### src/rtl/bba_pkg.sv
// ---------------------------------------------------------------------------
// Buddy block allocator package
// Word types of the request and result channels and the function codes.
// ---------------------------------------------------------------------------
package bba_pkg;

  // Function codes of a request word.
  localparam logic FUNC_ALLOC = 1'b0;
  localparam logic FUNC_FREE  = 1'b1;

  // One request word.
  typedef struct packed {
    logic        func;
    logic [15:0] request_bytes;
    logic [6:0]  free_node;
  } in_word_t;

  // One result word.
  typedef struct packed {
    logic        ok;
    logic [6:0]  node_number;
    logic [11:0] block_offset;
    logic [12:0] block_bytes;
  } out_word_t;

endpackage

### src/rtl/buddy_block_allocator_unit.sv
// ---------------------------------------------------------------------------
// Buddy block allocator unit
// Hands out and takes back power-of-two blocks of a region of TL times
// LEAF_BYTES bytes (TL is LEAVES rounded down to a power of two), kept as
// a heap-numbered binary tree (root is node 1). An allocate word gets the
// leftmost free block of the smallest size that covers the request; a
// free word clears the mark of one node. Each tree node keeps its in-use
// mark and the shallowest level at which its subtree still has a free
// block, in one RAM, and a single merge unit updates these figures one
// level per cycle. After reset a clearing pass writes all 2*TL-1 nodes,
// one per cycle, before the first word is taken. An allocate runs the size
// search, the root read, the descent and the walk back up, one level per
// cycle each. One word is in work at a time.
// ---------------------------------------------------------------------------
module buddy_block_allocator_unit #(
  parameter int unsigned LEAF_BYTES = 64,
  parameter int unsigned LEAVES     = 64
) (
  input  logic                clk,
  input  logic                rst_n,
  input  logic                in_valid,
  output logic                in_stall,
  input  bba_pkg::in_word_t   in_data,
  output logic                out_valid,
  input  logic                out_stall,
  output bba_pkg::out_word_t  out_data
);

  import bba_pkg::*;

  function automatic int unsigned floor_pow2(input int unsigned v);
    int unsigned p;
    p = 1;
    while (p * 2 <= v) begin
      p = p * 2;
    end
    return p;
  endfunction

  localparam int unsigned     TL       = floor_pow2(LEAVES);
  localparam int unsigned     NODES    = 2 * TL;
  localparam int              AW       = $clog2(NODES);
  localparam int              L        = $clog2(TL);
  localparam int              DW       = $clog2(L + 2);
  localparam int              W        = DW + 1;
  localparam longint unsigned REGION   = longint'(TL) * longint'(LEAF_BYTES);
  localparam int              RW       = $clog2(REGION + 1);
  localparam int              CW       = (RW > 17) ? RW : 17;

  localparam logic [DW-1:0]   NONE     = DW'(L + 1);
  localparam logic [DW-1:0]   LEAF_LEV = DW'(L);
  localparam logic [CW-1:0]   REGION_V = CW'(REGION);
  localparam logic [CW-1:0]   LEAF_V   = CW'(LEAF_BYTES);
  localparam logic [AW-1:0]   ROOT     = AW'(1);
  localparam logic [AW-1:0]   LAST     = AW'(NODES - 1);

  // Sequencer states.
  localparam logic [2:0] S_CLEAR = 3'd0;
  localparam logic [2:0] S_IDLE  = 3'd1;
  localparam logic [2:0] S_SIZE  = 3'd2;
  localparam logic [2:0] S_ROOT  = 3'd3;
  localparam logic [2:0] S_DESC  = 3'd4;
  localparam logic [2:0] S_FREE  = 3'd5;
  localparam logic [2:0] S_UP    = 3'd6;
  localparam logic [2:0] S_DONE  = 3'd7;

  logic [2:0]    state_r, state_nxt;
  logic [AW-1:0] clr_n_r, clr_n_nxt;
  logic [DW-1:0] clr_lev_r, clr_lev_nxt;
  logic [CW-1:0] size_r, size_nxt;
  logic [CW-1:0] blk_r, blk_nxt;
  logic [CW-1:0] dblk_r, dblk_nxt;
  logic [DW-1:0] d_r, d_nxt;
  logic [AW-1:0] cur_r, cur_nxt;
  logic [DW-1:0] lev_r, lev_nxt;
  logic [DW-1:0] chb_r, chb_nxt;
  logic [11:0]   off_r, off_nxt;
  out_word_t     res_r, res_nxt;
  logic          out_valid_r, out_valid_nxt;
  out_word_t     out_data_r, out_data_nxt;

  logic          ram_we;
  logic [AW-1:0] ram_waddr;
  logic [W-1:0]  ram_wdata;
  logic [AW-1:0] ram_ra0, ram_ra1;
  logic [W-1:0]  ram_rd0, ram_rd1;

  logic          m_busy;
  logic [DW-1:0] m_lev, m_b0, m_b1, m_best;

  logic [CW-1:0] req_size;
  logic [DW-1:0] fn_lev;
  logic [AW-1:0] fn;
  logic          fn_ok;
  logic          go_left;
  logic [CW-1:0] half_blk;
  logic [AW-1:0] new_cur;
  logic [11:0]   new_off;
  logic [AW-1:0] par;
  logic [AW-1:0] clr_next;

  // Node store: one word per node, {in-use mark, best free level}.
  bba_ram #(
    .WIDTH (W),
    .DEPTH (NODES)
  ) u_ram (
    .clk    (clk),
    .we     (ram_we),
    .waddr  (ram_waddr),
    .wdata  (ram_wdata),
    .raddr0 (ram_ra0),
    .raddr1 (ram_ra1),
    .rdata0 (ram_rd0),
    .rdata1 (ram_rd1)
  );

  // Shared merge unit for the free step and the walk up the tree.
  bba_merge #(
    .DW   (DW),
    .NONE (L + 1)
  ) u_merge (
    .par_busy (m_busy),
    .par_lev  (m_lev),
    .b0       (m_b0),
    .b1       (m_b1),
    .best     (m_best)
  );

  // Request size raised to one leaf, and the node to free with its level.
  always_comb begin
    req_size = (CW'(in_data.request_bytes) < LEAF_V) ? LEAF_V
                                                     : CW'(in_data.request_bytes);
    fn_ok    = (in_data.free_node != 7'd0) && (32'(in_data.free_node) < NODES);
    fn       = AW'(in_data.free_node);
    fn_lev   = '0;
    for (int i = 0; i < 7; i++) begin
      if (in_data.free_node[i]) begin
        fn_lev = DW'(i);
      end
    end
  end

  // Descent step: the left child is taken when it still offers a block.
  assign go_left  = (ram_rd0[DW-1:0] <= d_r);
  assign half_blk = dblk_r >> 1;
  assign new_cur  = {cur_r[AW-2:0], ~go_left};
  assign new_off  = go_left ? off_r : off_r + half_blk[11:0];
  assign par      = cur_r >> 1;
  assign clr_next = clr_n_r + AW'(1);

  // Sequencer.
  always_comb begin
    state_nxt     = state_r;
    clr_n_nxt     = clr_n_r;
    clr_lev_nxt   = clr_lev_r;
    size_nxt      = size_r;
    blk_nxt       = blk_r;
    dblk_nxt      = dblk_r;
    d_nxt         = d_r;
    cur_nxt       = cur_r;
    lev_nxt       = lev_r;
    chb_nxt       = chb_r;
    off_nxt       = off_r;
    res_nxt       = res_r;
    out_valid_nxt = out_valid_r;
    out_data_nxt  = out_data_r;
    ram_we        = 1'b0;
    ram_waddr     = cur_r;
    ram_wdata     = '0;
    ram_ra0       = cur_r;
    ram_ra1       = cur_r;
    m_busy        = 1'b0;
    m_lev         = lev_r;
    m_b0          = chb_r;
    m_b1          = ram_rd0[DW-1:0];

    if (out_valid_r && !out_stall) begin
      out_valid_nxt = 1'b0;
    end

    unique case (state_r)
      // Write every node as free, one per cycle.
      S_CLEAR: begin
        ram_we    = 1'b1;
        ram_waddr = clr_n_r;
        ram_wdata = {1'b0, clr_lev_r};
        if (clr_n_r == LAST) begin
          state_nxt = S_IDLE;
        end else begin
          clr_n_nxt = clr_next;
          if ((clr_next & clr_n_r) == '0) begin
            clr_lev_nxt = clr_lev_r + DW'(1);
          end
        end
      end

      // Take a word and start either the size search or the free.
      S_IDLE: begin
        if (in_valid) begin
          res_nxt = '0;
          if (in_data.func == FUNC_FREE) begin
            if (fn_ok) begin
              res_nxt.ok          = 1'b1;
              res_nxt.node_number = in_data.free_node;
              cur_nxt             = fn;
              lev_nxt             = fn_lev;
              ram_ra0             = {fn[AW-2:0], 1'b0};
              ram_ra1             = {fn[AW-2:0], 1'b1};
              state_nxt           = S_FREE;
            end else begin
              state_nxt = S_DONE;
            end
          end else begin
            if (req_size > REGION_V) begin
              state_nxt = S_DONE;
            end else begin
              size_nxt  = req_size;
              blk_nxt   = REGION_V;
              d_nxt     = '0;
              state_nxt = S_SIZE;
            end
          end
        end
      end

      // Halve the block while it still covers the request.
      S_SIZE: begin
        if ((d_r < LEAF_LEV) && ((blk_r >> 1) >= size_r)) begin
          blk_nxt = blk_r >> 1;
          d_nxt   = d_r + DW'(1);
        end else begin
          ram_ra0   = ROOT;
          state_nxt = S_ROOT;
        end
      end

      // Check the root for any block at the wanted level.
      S_ROOT: begin
        if (ram_rd0[DW-1:0] > d_r) begin
          state_nxt = S_DONE;
        end else if (d_r == '0) begin
          ram_we                = 1'b1;
          ram_waddr             = ROOT;
          ram_wdata             = {1'b1, NONE};
          res_nxt.ok            = 1'b1;
          res_nxt.node_number   = 7'(ROOT);
          res_nxt.block_offset  = '0;
          res_nxt.block_bytes   = 13'(blk_r);
          state_nxt             = S_DONE;
        end else begin
          cur_nxt   = ROOT;
          lev_nxt   = '0;
          dblk_nxt  = REGION_V;
          off_nxt   = '0;
          ram_ra0   = {ROOT[AW-2:0], 1'b0};
          state_nxt = S_DESC;
        end
      end

      // Step down one level toward the leftmost free block.
      S_DESC: begin
        cur_nxt  = new_cur;
        lev_nxt  = lev_r + DW'(1);
        dblk_nxt = half_blk;
        off_nxt  = new_off;
        if (lev_r + DW'(1) == d_r) begin
          ram_we               = 1'b1;
          ram_waddr            = new_cur;
          ram_wdata            = {1'b1, NONE};
          res_nxt.ok           = 1'b1;
          res_nxt.node_number  = 7'(new_cur);
          res_nxt.block_offset = new_off;
          res_nxt.block_bytes  = 13'(blk_r);
          chb_nxt              = NONE;
          ram_ra0              = new_cur ^ AW'(1);
          ram_ra1              = new_cur >> 1;
          state_nxt            = S_UP;
        end else begin
          ram_ra0 = {new_cur[AW-2:0], 1'b0};
        end
      end

      // Clear the mark and recompute the node from its children.
      S_FREE: begin
        m_busy    = 1'b0;
        m_lev     = lev_r;
        m_b0      = (lev_r == LEAF_LEV) ? lev_r + DW'(1) : ram_rd0[DW-1:0];
        m_b1      = (lev_r == LEAF_LEV) ? lev_r + DW'(1) : ram_rd1[DW-1:0];
        ram_we    = 1'b1;
        ram_waddr = cur_r;
        ram_wdata = {1'b0, m_best};
        if (cur_r == ROOT) begin
          state_nxt = S_DONE;
        end else begin
          chb_nxt   = m_best;
          ram_ra0   = cur_r ^ AW'(1);
          ram_ra1   = cur_r >> 1;
          state_nxt = S_UP;
        end
      end

      // Walk up: sibling and parent words arrive, the parent is rewritten.
      S_UP: begin
        m_busy    = ram_rd1[DW];
        m_lev     = lev_r - DW'(1);
        m_b0      = chb_r;
        m_b1      = ram_rd0[DW-1:0];
        ram_we    = 1'b1;
        ram_waddr = par;
        ram_wdata = {ram_rd1[DW], m_best};
        cur_nxt   = par;
        lev_nxt   = lev_r - DW'(1);
        chb_nxt   = m_best;
        if (par == ROOT) begin
          state_nxt = S_DONE;
        end else begin
          ram_ra0 = par ^ AW'(1);
          ram_ra1 = par >> 1;
        end
      end

      // Hand the result word to the output register once it is free.
      S_DONE: begin
        if (!out_valid_r || !out_stall) begin
          out_valid_nxt = 1'b1;
          out_data_nxt  = res_r;
          state_nxt     = S_IDLE;
        end
      end
    endcase
  end

  // Control registers.
  always_ff @(posedge clk) begin
    if (!rst_n) begin
      state_r     <= S_CLEAR;
      clr_n_r     <= ROOT;
      clr_lev_r   <= '0;
      out_valid_r <= 1'b0;
    end else begin
      state_r     <= state_nxt;
      clr_n_r     <= clr_n_nxt;
      clr_lev_r   <= clr_lev_nxt;
      out_valid_r <= out_valid_nxt;
    end
  end

  // Working and result registers.
  always_ff @(posedge clk) begin
    size_r     <= size_nxt;
    blk_r      <= blk_nxt;
    dblk_r     <= dblk_nxt;
    d_r        <= d_nxt;
    cur_r      <= cur_nxt;
    lev_r      <= lev_nxt;
    chb_r      <= chb_nxt;
    off_r      <= off_nxt;
    res_r      <= res_nxt;
    out_data_r <= out_data_nxt;
  end

  assign in_stall  = (state_r != S_IDLE);
  assign out_valid = out_valid_r;
  assign out_data  = out_data_r;

  // The descent never passes the level chosen by the size search.
  a_desc_level: assert property (@(posedge clk) disable iff (!rst_n)
    (state_r == S_DESC) |-> (lev_r < d_r))
    else $error("descent went past the chosen level");

  // The walk up always starts below the root.
  a_up_below_root: assert property (@(posedge clk) disable iff (!rst_n)
    (state_r == S_UP) |-> (cur_r != ROOT))
    else $error("walk up started at the root");

  // The node store is never written while the block waits for a word.
  a_idle_no_write: assert property (@(posedge clk) disable iff (!rst_n)
    (state_r == S_IDLE) |-> !ram_we)
    else $error("node store written while idle");

  // A failed word carries all-zero fields.
  a_fail_zero: assert property (@(posedge clk) disable iff (!rst_n)
    (out_valid_r && !out_data_r.ok) |->
      (out_data_r.node_number == 7'd0 && out_data_r.block_offset == 12'd0 &&
       out_data_r.block_bytes == 13'd0))
    else $error("failed result word has nonzero fields");

endmodule

### src/rtl/bba_ram.sv
// ---------------------------------------------------------------------------
// Generic RAM
// One write port and two read ports, read data registered.
// ---------------------------------------------------------------------------
module bba_ram #(
  parameter int WIDTH = 4,
  parameter int DEPTH = 128
) (
  input  logic                     clk,
  input  logic                     we,
  input  logic [$clog2(DEPTH)-1:0] waddr,
  input  logic [WIDTH-1:0]         wdata,
  input  logic [$clog2(DEPTH)-1:0] raddr0,
  input  logic [$clog2(DEPTH)-1:0] raddr1,
  output logic [WIDTH-1:0]         rdata0,
  output logic [WIDTH-1:0]         rdata1
);

  logic [WIDTH-1:0] mem [DEPTH];

  // Write port and both registered read ports.
  always_ff @(posedge clk) begin
    if (we) begin
      mem[waddr] <= wdata;
    end
    rdata0 <= mem[raddr0];
    rdata1 <= mem[raddr1];
  end

endmodule

### src/rtl/bba_merge.sv
// ---------------------------------------------------------------------------
// Buddy node merge unit
// Works out the shallowest level at which a node's subtree holds a block
// that can be granted, from its own mark and the figures of its children.
// ---------------------------------------------------------------------------
module bba_merge #(
  parameter int DW   = 3,
  parameter int NONE = 7
) (
  input  logic          par_busy,
  input  logic [DW-1:0] par_lev,
  input  logic [DW-1:0] b0,
  input  logic [DW-1:0] b1,
  output logic [DW-1:0] best
);

  logic [DW-1:0] kid_lev;

  assign kid_lev = par_lev + DW'(1);

  // A marked node offers nothing; two fully clear children make the node
  // itself available; otherwise the better child wins.
  always_comb begin
    priority if (par_busy) begin
      best = DW'(NONE);
    end else if (b0 == kid_lev && b1 == kid_lev) begin
      best = par_lev;
    end else begin
      best = (b0 < b1) ? b0 : b1;
    end
  end

endmodule
### config.mk
export PLATFORM = sky130hd
export DESIGN_NAME = buddy_block_allocator_unit
export DESIGN_NICKNAME = d
export VERILOG_FILES = /design/src/rtl/bba_pkg.sv /design/src/rtl/buddy_block_allocator_unit.sv /design/src/rtl/bba_ram.sv /design/src/rtl/bba_merge.sv
export SDC_FILE = /design/constraint.sdc
export NUM_CORES = 1
export LEC_CHECK = 0
export ABC_CLOCK_PERIOD_IN_PS = 4360
export BUFFER_PORTS_ARGS = -buffer_cell sky130_fd_sc_hd__buf_2
export CORE_MARGIN = 5
export CORE_UTILIZATION = 45
export DETAILED_ROUTE_END_ITERATION = 12
export HOLD_SLACK_MARGIN = 0.1
export SLEW_MARGIN = 30
export SYNTH_ARGS = -nofsm -noshare
export SYNTH_HDL_FRONTEND = slang
export SYNTH_HIERARCHICAL = 1
export SYNTH_SLANG_ARGS = --single-unit
### constraint.sdc
create_clock -name clk -period 4.36 [get_ports clk]
set_input_delay 0.872 -clock clk [delete_from_list [all_inputs] [get_ports clk]]
set_output_delay 0.872 -clock clk [all_outputs]
set_load 0.005 [all_outputs]
==> summary.md, run 1 <==
| Metric | Value |
|---|---|
| Status | `finished, final reports clean` |
| Most frequent CP cell | `mux4_2` |
| Io pins | `63` |
| Worst EP arrival | `between 4 and 5 ns` |
| Buffers & Inverters on Critical Path | `3` |
| # clock sinks | `668` |
| Crit path cell chain | `inv_2 -> ha_4 -> nor2b_1 -> o21a_1 -> a221o_1 -> o21ai_2 -> a21oi_2 -> a2111o_2 -> buf_12 -> buf_12 -> mux4_2 -> mux4_2 -> mux4_2 -> mux2_4` |
| Length in cells of the worst reg-to-reg path | `14` |
| Layout Skew | `0.0295 ns` |
| Final cell utilization of the core | `0.528` |
| Smallest hold slack | `0.416 ns` |
| Final Cycle Share | `0.995` |
| Max-slew violations | `0` |
| HP Start | `res_r[2]` |
| GP Congestion | `between 0.9 and 1` |
| Max-cap viol count | `0` |
| WL final | `80.2 mm` |
| Max Freq | `230 MHz` |
| Antenna violations before repair | `1` |
| Layout cells sized above 1 | `0.321` |
| Fillers | `between 5,000 and 6,000` |
| Endpoints failing hold | `0` |
| Critical path launch point type | `register` |
| Mean number of vias per cell | `6.15` |
| Synth Net Count | `1,937` |
| R2R Path Start | `d_r[1]` |
| Worst Hold Depth | `0` |
| Cells after DPL | `roughly 2,900` |
| HPWL Detailed | `around 54 mm` |
| Worst path max stage delay | `~0.55 ns` |
| Wire per inst | `26.5 um` |
| Pre-CTS setup slack | `-0.205 ns` |
| Final std cells w/o fill | `approximately 3,000` |
| Nets | `2,095` |
| Port Buf Inserts | `62` |
| CP max-delay cell | `mux4_2` |
| RSZ-0062 raised after global routing | `true` |
| Total GRT Usage | `0.212` |
| Hold endpoint | `out_data[2]` |
| Initial DRT Pass Iterations | `6` |
| Synth warn | `6` |
| Worst EP required | `4.85 ns` |
| Slew @ Worst Pin | `about 0.85 ns` |
| Setup CP Type | `register to register` |
| Initial Util | `0.452` |
| Clk root buf | `clkbuf_16` |
| CTS tree | `done` |
| PwrDens | `384 mW/mm2` |
| DR vias | `18,599` |
| Number of global-route vias before repair | `18,841` |
| Final Setup Violations | `0` |
| Die ar. | `0.0757 mm2` |
| Final Cell Area | `~0.037 mm2` |
| # DRC | `0` |
| Mapped cell area | `0.0316 mm2` |
| Relative slew slack | `0.435` |
| Clock slew at reported path FFs | `0.06 ns` |
| H-tree levels | `3` |
| Pin count of the biggest net entering global routing | `between 100 and 150` |
| LEAKAGE | `about 12 nW` |
| DP Area | `0.0341 mm2` |
| Die Ht | `275 um` |
| Syn avg cell area | `between 15 and 20 um2` |
| HP Class | `register to register` |
| PnR worst setup slack | `0.0211 ns` |
| Die X-Extent | `275 um` |
| CTS Buf Count | `73` |
| Hold-fix buffers at CTS | `0` |
| Std-Cell Rows | `97` |
| Flop-to-flop setup slack | `0.02 ns` |
| Core area | `~0.070 mm2` |
| Reg-to-reg endpoint | `u_ram/rdata0[2]` |
| Clk buf depth | `3` |
| First DRT Iteration DRCs | `1,830` |
| Clock Latency Late Sink | `0.62 ns` |
| Family with the most delay on the worst path | `multiplexers` |
| Area growth syn-to-layout | `16.8%` |
| CP max FO | `18` |
| Gr ovfl total | `0` |
| Global-route wire length before repair | `121 mm` |
| Final min period | `4.34 ns` |
| Worst vdd ir | `0.000332 V` |
| FF+latch area | `about 0.020 mm2` |
| Area of the multi-input gates | `0.0112 mm2` |
| Worst setup EP type | `register` |
| Syn Inst Count | `1,865` |
| Antenna Violating Nets Remaining | `0` |
flip-flops by register name, indices dropped and copies added (netlist names), 4 cells and up:
signal and cells:
blk_r 13, clr_n_r 7, cur_r 7, dblk_r 12, off_r 12, out_data 33, res_r 33, size_r 16
u_ram/mem 512, u_ram/rdata1 4
final cells by class:
cell class,instances,share of cell area
diodes,2,0.000135
clock buffers,90,0.0526
clock inverters,43,0.0136
inverters,42,0.00447
multi-input cells,1020,0.303
flip-flops and latches,668,0.537
well taps,940,0.0318
repair buffers,218,0.0567
power breakdown:
| part | internal [mW] | switching, mW |
|---|---|---|
| combinational | 0.158 | 0.477 |
| clock | 3.73 | 2.50 |
| sequential | 7.29 | 0.0272 |
metrics by stage:
step           setup TNS, ns  power, mW
4_1_cts                    0       14.4
3_3_place_gp          -0.771       8.07
5_1_grt               -0.249       14.7
6_report                   0       14.2
2_1_floorplan              0       7.74
3_5_place_dp          -0.863       8.09
worst max-delay path by stage:
| stage | start | to | slack (ns) | depth (start not counted) |
|---|---|---|---|---|
| after detailed placement | in_data[3] | u_ram/rdata0[0] | -0.21 | 12 |
| after global placement | in_data[3] | u_ram/rdata0[0] | -0.19 | 12 |
| after CTS | d_r[1] | u_ram/rdata0[1] | 0.05 | 14 |
| final | d_r[1] | u_ram/rdata0[2] | 0.02 | 14 |
| after floorplan | in_data[5] | u_ram/rdata1[0] | 0.17 | 12 |
| after global routing | d_r[1] | u_ram/rdata0[1] | -0.09 | 16 |
cells in the final DEF, fill, tap and decap left out, types with 20 or more instances in the layout:
| cell | instances |
|---|---|
| edfxtp_1 | 647 |
| mux4_2 | 294 |
| nor2_1 | 181 |
| buf_4 | 109 |
| nand2_1 | 82 |
| clkbuf_16 | 79 |
| a21oi_1 | 71 |
| buf_2 | 62 |
| ha_1 | 42 |
| inv_1 | 39 |
| o21ai_0 | 34 |
| buf_12 | 32 |
| nor2b_1 | 28 |
| nand3_1 | 22 |
| and2_1 | 21 |
| and3_1 | 20 |
routing by layer:
metal / vias up / global-route usage / share of wire
li1: 7934 / - / -
met1: 9716 / 0.288 / 0.40
met2: 825 / 0.358 / 0.50
met3: 124 / 0.0379 / 0.079
met4: 0 / 0.0577 / 0.023
met5: - / 0 / 0
what timing repair did:
action | in CTS | in global routing
buffers inserted | 1 | 6
cloned | 3 | 4
pin swaps | 1 | 10
setup endpoints to repair | 3 | 224
gates resized for setup | 3 | 27
endpoints found under the hold margin | 0 | 0
worst register-to-register path, stage by stage, from the launching register on:
cell and delay [ns]:
edfxtp_1 0.40, inv_2 0.10, ha_4 0.20, nor2b_1 0.12, o21a_1 0.22, a221o_1 0.38
o21ai_2 0.18, a21oi_2 0.07, a2111o_2 0.49, buf_12 0.18, buf_12 0.17, mux4_2 0.34
mux4_2 0.54, mux4_2 0.55, mux2_4 0.29
(Power assumes the default switching activity.)
==> inputs of run 2 (changes only) <==
CTS_CLUSTER_SIZE = 28   (was unset)
REMOVE_ABC_BUFFERS = 1   (was unset)
==> run 2 against run 1 <==
The run now ends with negative setup slack left. Clock skew rose by 0.0017 ns. Sequential power barely moved. Via count fell by 0.52%. Setup slack got worse by 0.051 ns. Clock power rose by 3.7%. Register-to-register slack got worse by 0.05 ns. Combinational power rose by 3%. Utilization rose by 0.39 points. Non-clock buffer count rose by 16. Hold slack barely moved. Critical path depth fell by 1. Critical path type unchanged. Largest cell class unchanged.
==> summary.md, run 2 (same netlist as run 1, synthesis figures left out) <==
| Metric | Value |
|---|---|
| Layout cells sized above 1 | `0.337 (+0.0165)` |
| Worst path max stage delay | `0.57 ns (+0.02 ns)` |
| Buffers & Inverters on Critical Path | `2 (-1)` |
| Hold endpoint | `out_data[25]` |
| Io pins | `63 (unchanged)` |
| Max-slew violations | `0 (unchanged)` |
| Worst EP arrival | `4.88 ns (+0.05 ns)` |
| Final cell utilization of the core | `0.532 (+0.00387)` |
| Failing checks | `negative setup slack` |
| R2R Path Start | `u_ram/rdata0[1]` |
| Endpoints failing hold | `0 (unchanged)` |
| Family with the most delay on the worst path | `multiplexers` |
| # clock sinks | `668 (unchanged)` |
| M2 GR Usage | `0.359 (+0.000980)` |
| Setup TNS | `-0.0461 ns (-0.0461 ns)` |
| RSZ-0062 raised after global routing | `true` |
| Total GRT Usage | `0.218 (+0.00585)` |
| Die ar. | `0.0757 mm2 (unchanged)` |
| CTS tree | `done` |
| Flop-to-flop setup slack | `-0.03 ns (-0.05 ns)` |
| Clock Latency Late Sink | `0.63 ns (about the same)` |
| LEAKAGE | `12.2 nW (+0.90%)` |
| Final Setup Violations | `2 (+2)` |
| FF+latch area | `0.0199 mm2 (about the same)` |
| M1 GR Usage | `0.295 (+0.00782)` |
| Most frequent cells in the layout | `edfxtp_1, mux4_2, nor2_1` |
| Smallest hold slack | `0.416 ns (-0.000164 ns)` |
| Setup CP Type | `register to register` |
| HP Class | `register to register` |
| Grt met3 use | `0.0454 (+0.00759)` |
| Final min period | `4.39 ns (+0.0509 ns)` |
| Port Buf Inserts | `62 (unchanged)` |
| Std-Cell Rows | `97 (unchanged)` |
| Fillers | `5,570 (-0.68%)` |
| Critical path launch point type | `register` |
| Clk root buf | `clkbuf_16` |
| Area of the multi-input gates | `0.0113 mm2 (+0.47%)` |
| Most frequent CP cell | `mux4_2` |
| Max-cap viol count | `0 (unchanged)` |
| Number of global-route vias before repair | `18,801 (-0.21%)` |
| Leading cell type in the layout, fill and taps excluded | `edfxtp_1` |
| Wire per inst | `27.0 um (+1.9%)` |
| Initial Util | `0.452 (unchanged)` |
| CP max-delay cell | `mux4_2` |
| Antenna Violating Nets Remaining | `0 (unchanged)` |
| Worst Hold Depth | `0 (unchanged)` |
| CTS Buf Count | `76 (+4.1%)` |
| Final Cell Area | `0.0372 mm2 (+0.73%)` |
| Area growth syn-to-layout | `17.6%` |
| Final Cycle Share | `1.01 (+0.0117)` |
| Crit path launch | `u_ram/rdata0[1]` |
| Max Freq | `228 MHz (-1.2%)` |
| WL final | `82.4 mm (+2.7%)` |
| CP max FO | `14 (-4)` |
| Gr ovfl total | `0 (unchanged)` |
| Cells after DPL | `2,885 (+0.38%)` |
| Reg-to-reg endpoint | `u_ram/rdata0[2]` |
| Relative slew slack | `0.455 (+0.0201)` |
| # DRC | `0 (unchanged)` |
| Worst setup EP type | `register` |
| DP Area | `0.0342 mm2 (+0.22%)` |
| HP Start | `res_r[25]` |
| Clk buf depth | `3 (unchanged)` |
| Nets | `2,114 (+0.91%)` |
| H-tree levels | `3 (unchanged)` |
| Core area | `0.0699 mm2 (unchanged)` |
| Clock slew at reported path FFs | `0.06 ns (about the same)` |
| Busiest metal layer after global routing | `met2` |
| Biggest register | `u_ram/mem` |
| Slew @ Worst Pin | `0.814 ns (-0.0332 ns)` |
| Length in cells of the worst reg-to-reg path | `13 (-1)` |
| PwrDens | `388 mW/mm2 (+0.96%)` |
| Worst EP required | `4.85 ns (about the same)` |
| DR vias | `18,502 (-0.52%)` |
| HPWL Detailed | `54.7 mm (+1.0%)` |
| Crit path cell chain | `ha_4 -> nor2b_4 -> o21a_2 -> a221o_1 -> o21ai_2 -> a21oi_2 -> a2111o_2 -> buf_12 -> buf_12 -> mux4_2 -> mux4_2 -> mux4_2 -> mux2_4` |
| Final std cells w/o fill | `3,045 (+0.73%)` |
| GP Congestion | `0.901 (-2.5%)` |
| Die X-Extent | `275 um (unchanged)` |
| PnR worst setup slack | `-0.0298 ns (-0.0509 ns)` |
| Status | `finished with violations` |
| First DRT Iteration DRCs | `1,913 (+4.5%)` |
| Pin count of the biggest net entering global routing | `129 (unchanged)` |
| Antenna violations before repair | `1 (unchanged)` |
| Max FFs per register | `512 (unchanged)` |
| Layout Skew | `0.0312 ns (+0.00171 ns)` |
| Worst vdd ir | `0.000248 V (-25%)` |
| Mean number of vias per cell | `6.08 (-1.2%)` |
| Global-route wire length before repair | `122 mm (+1.2%)` |
| Initial DRT Pass Iterations | `5 (-1)` |
| Die Ht | `275 um (unchanged)` |
[run 2: report_power, final]
part / total [mW] / internal, mW / switching [mW]
Combinational: 0.652 / 0.160 / 0.492
Sequential: 7.31 / 7.29 / 0.0256
Clock: 6.46 / 3.84 / 2.62
Total: 14.4 / 11.3 / 3.14
[run 2: stage by stage]
stage	worst slack, ns	power [mW]
4_1_cts	0.0112	14.6
2_1_floorplan	-6.03	7.74
5_1_grt	-0.0738	14.9
3_3_place_gp	-0.268	8.09
6_report	-0.0298	14.4
3_5_place_dp	-0.296	8.10
[run 2: layout make-up]
type | count | share of cell area
Sequential cell | 668 | 0.534
Tap cell | 940 | 0.0316
Antenna cell | 1 | 0.0000673
Timing Repair Buffer | 234 | 0.0593
Inverter | 42 | 0.00454
Clock inverter | 47 | 0.0137
Clock buffer | 93 | 0.0548
Multi-Input combinational cell | 1020 | 0.302
[run 2: what timing repair did]
item,in CTS,in global routing
hold buffers,0,0
setup buffers,1,11
setup endpoints to repair,7,534
resized for setup,6,43
cloned,2,4
pin swaps,1,9
[run 2: metal layers]
| metal | vias to the layer above | wire (um) | part of all wire |
|---|---|---|---|
| met5 | - | 0 | 0 |
| met4 | 0 | 2310 | 0.028 |
| met3 | 119 | 6570 | 0.080 |
| met2 | 765 | 40400 | 0.49 |
| met1 | 9671 | 33100 | 0.40 |
| li1 | 7947 | - | - |
[run 2: worst max path at each step]
stage                           end  slack [ns]  cells after the start
global placement    u_ram/rdata1[1]       -0.27                     13
CTS                 u_ram/rdata1[2]        0.01                     11
finish              u_ram/rdata0[2]       -0.03                     13
floorplan           u_ram/rdata0[0]       -6.03                     10
global route        u_ram/rdata0[1]       -0.07                     14
detailed placement  u_ram/rdata0[0]       -0.30                     12
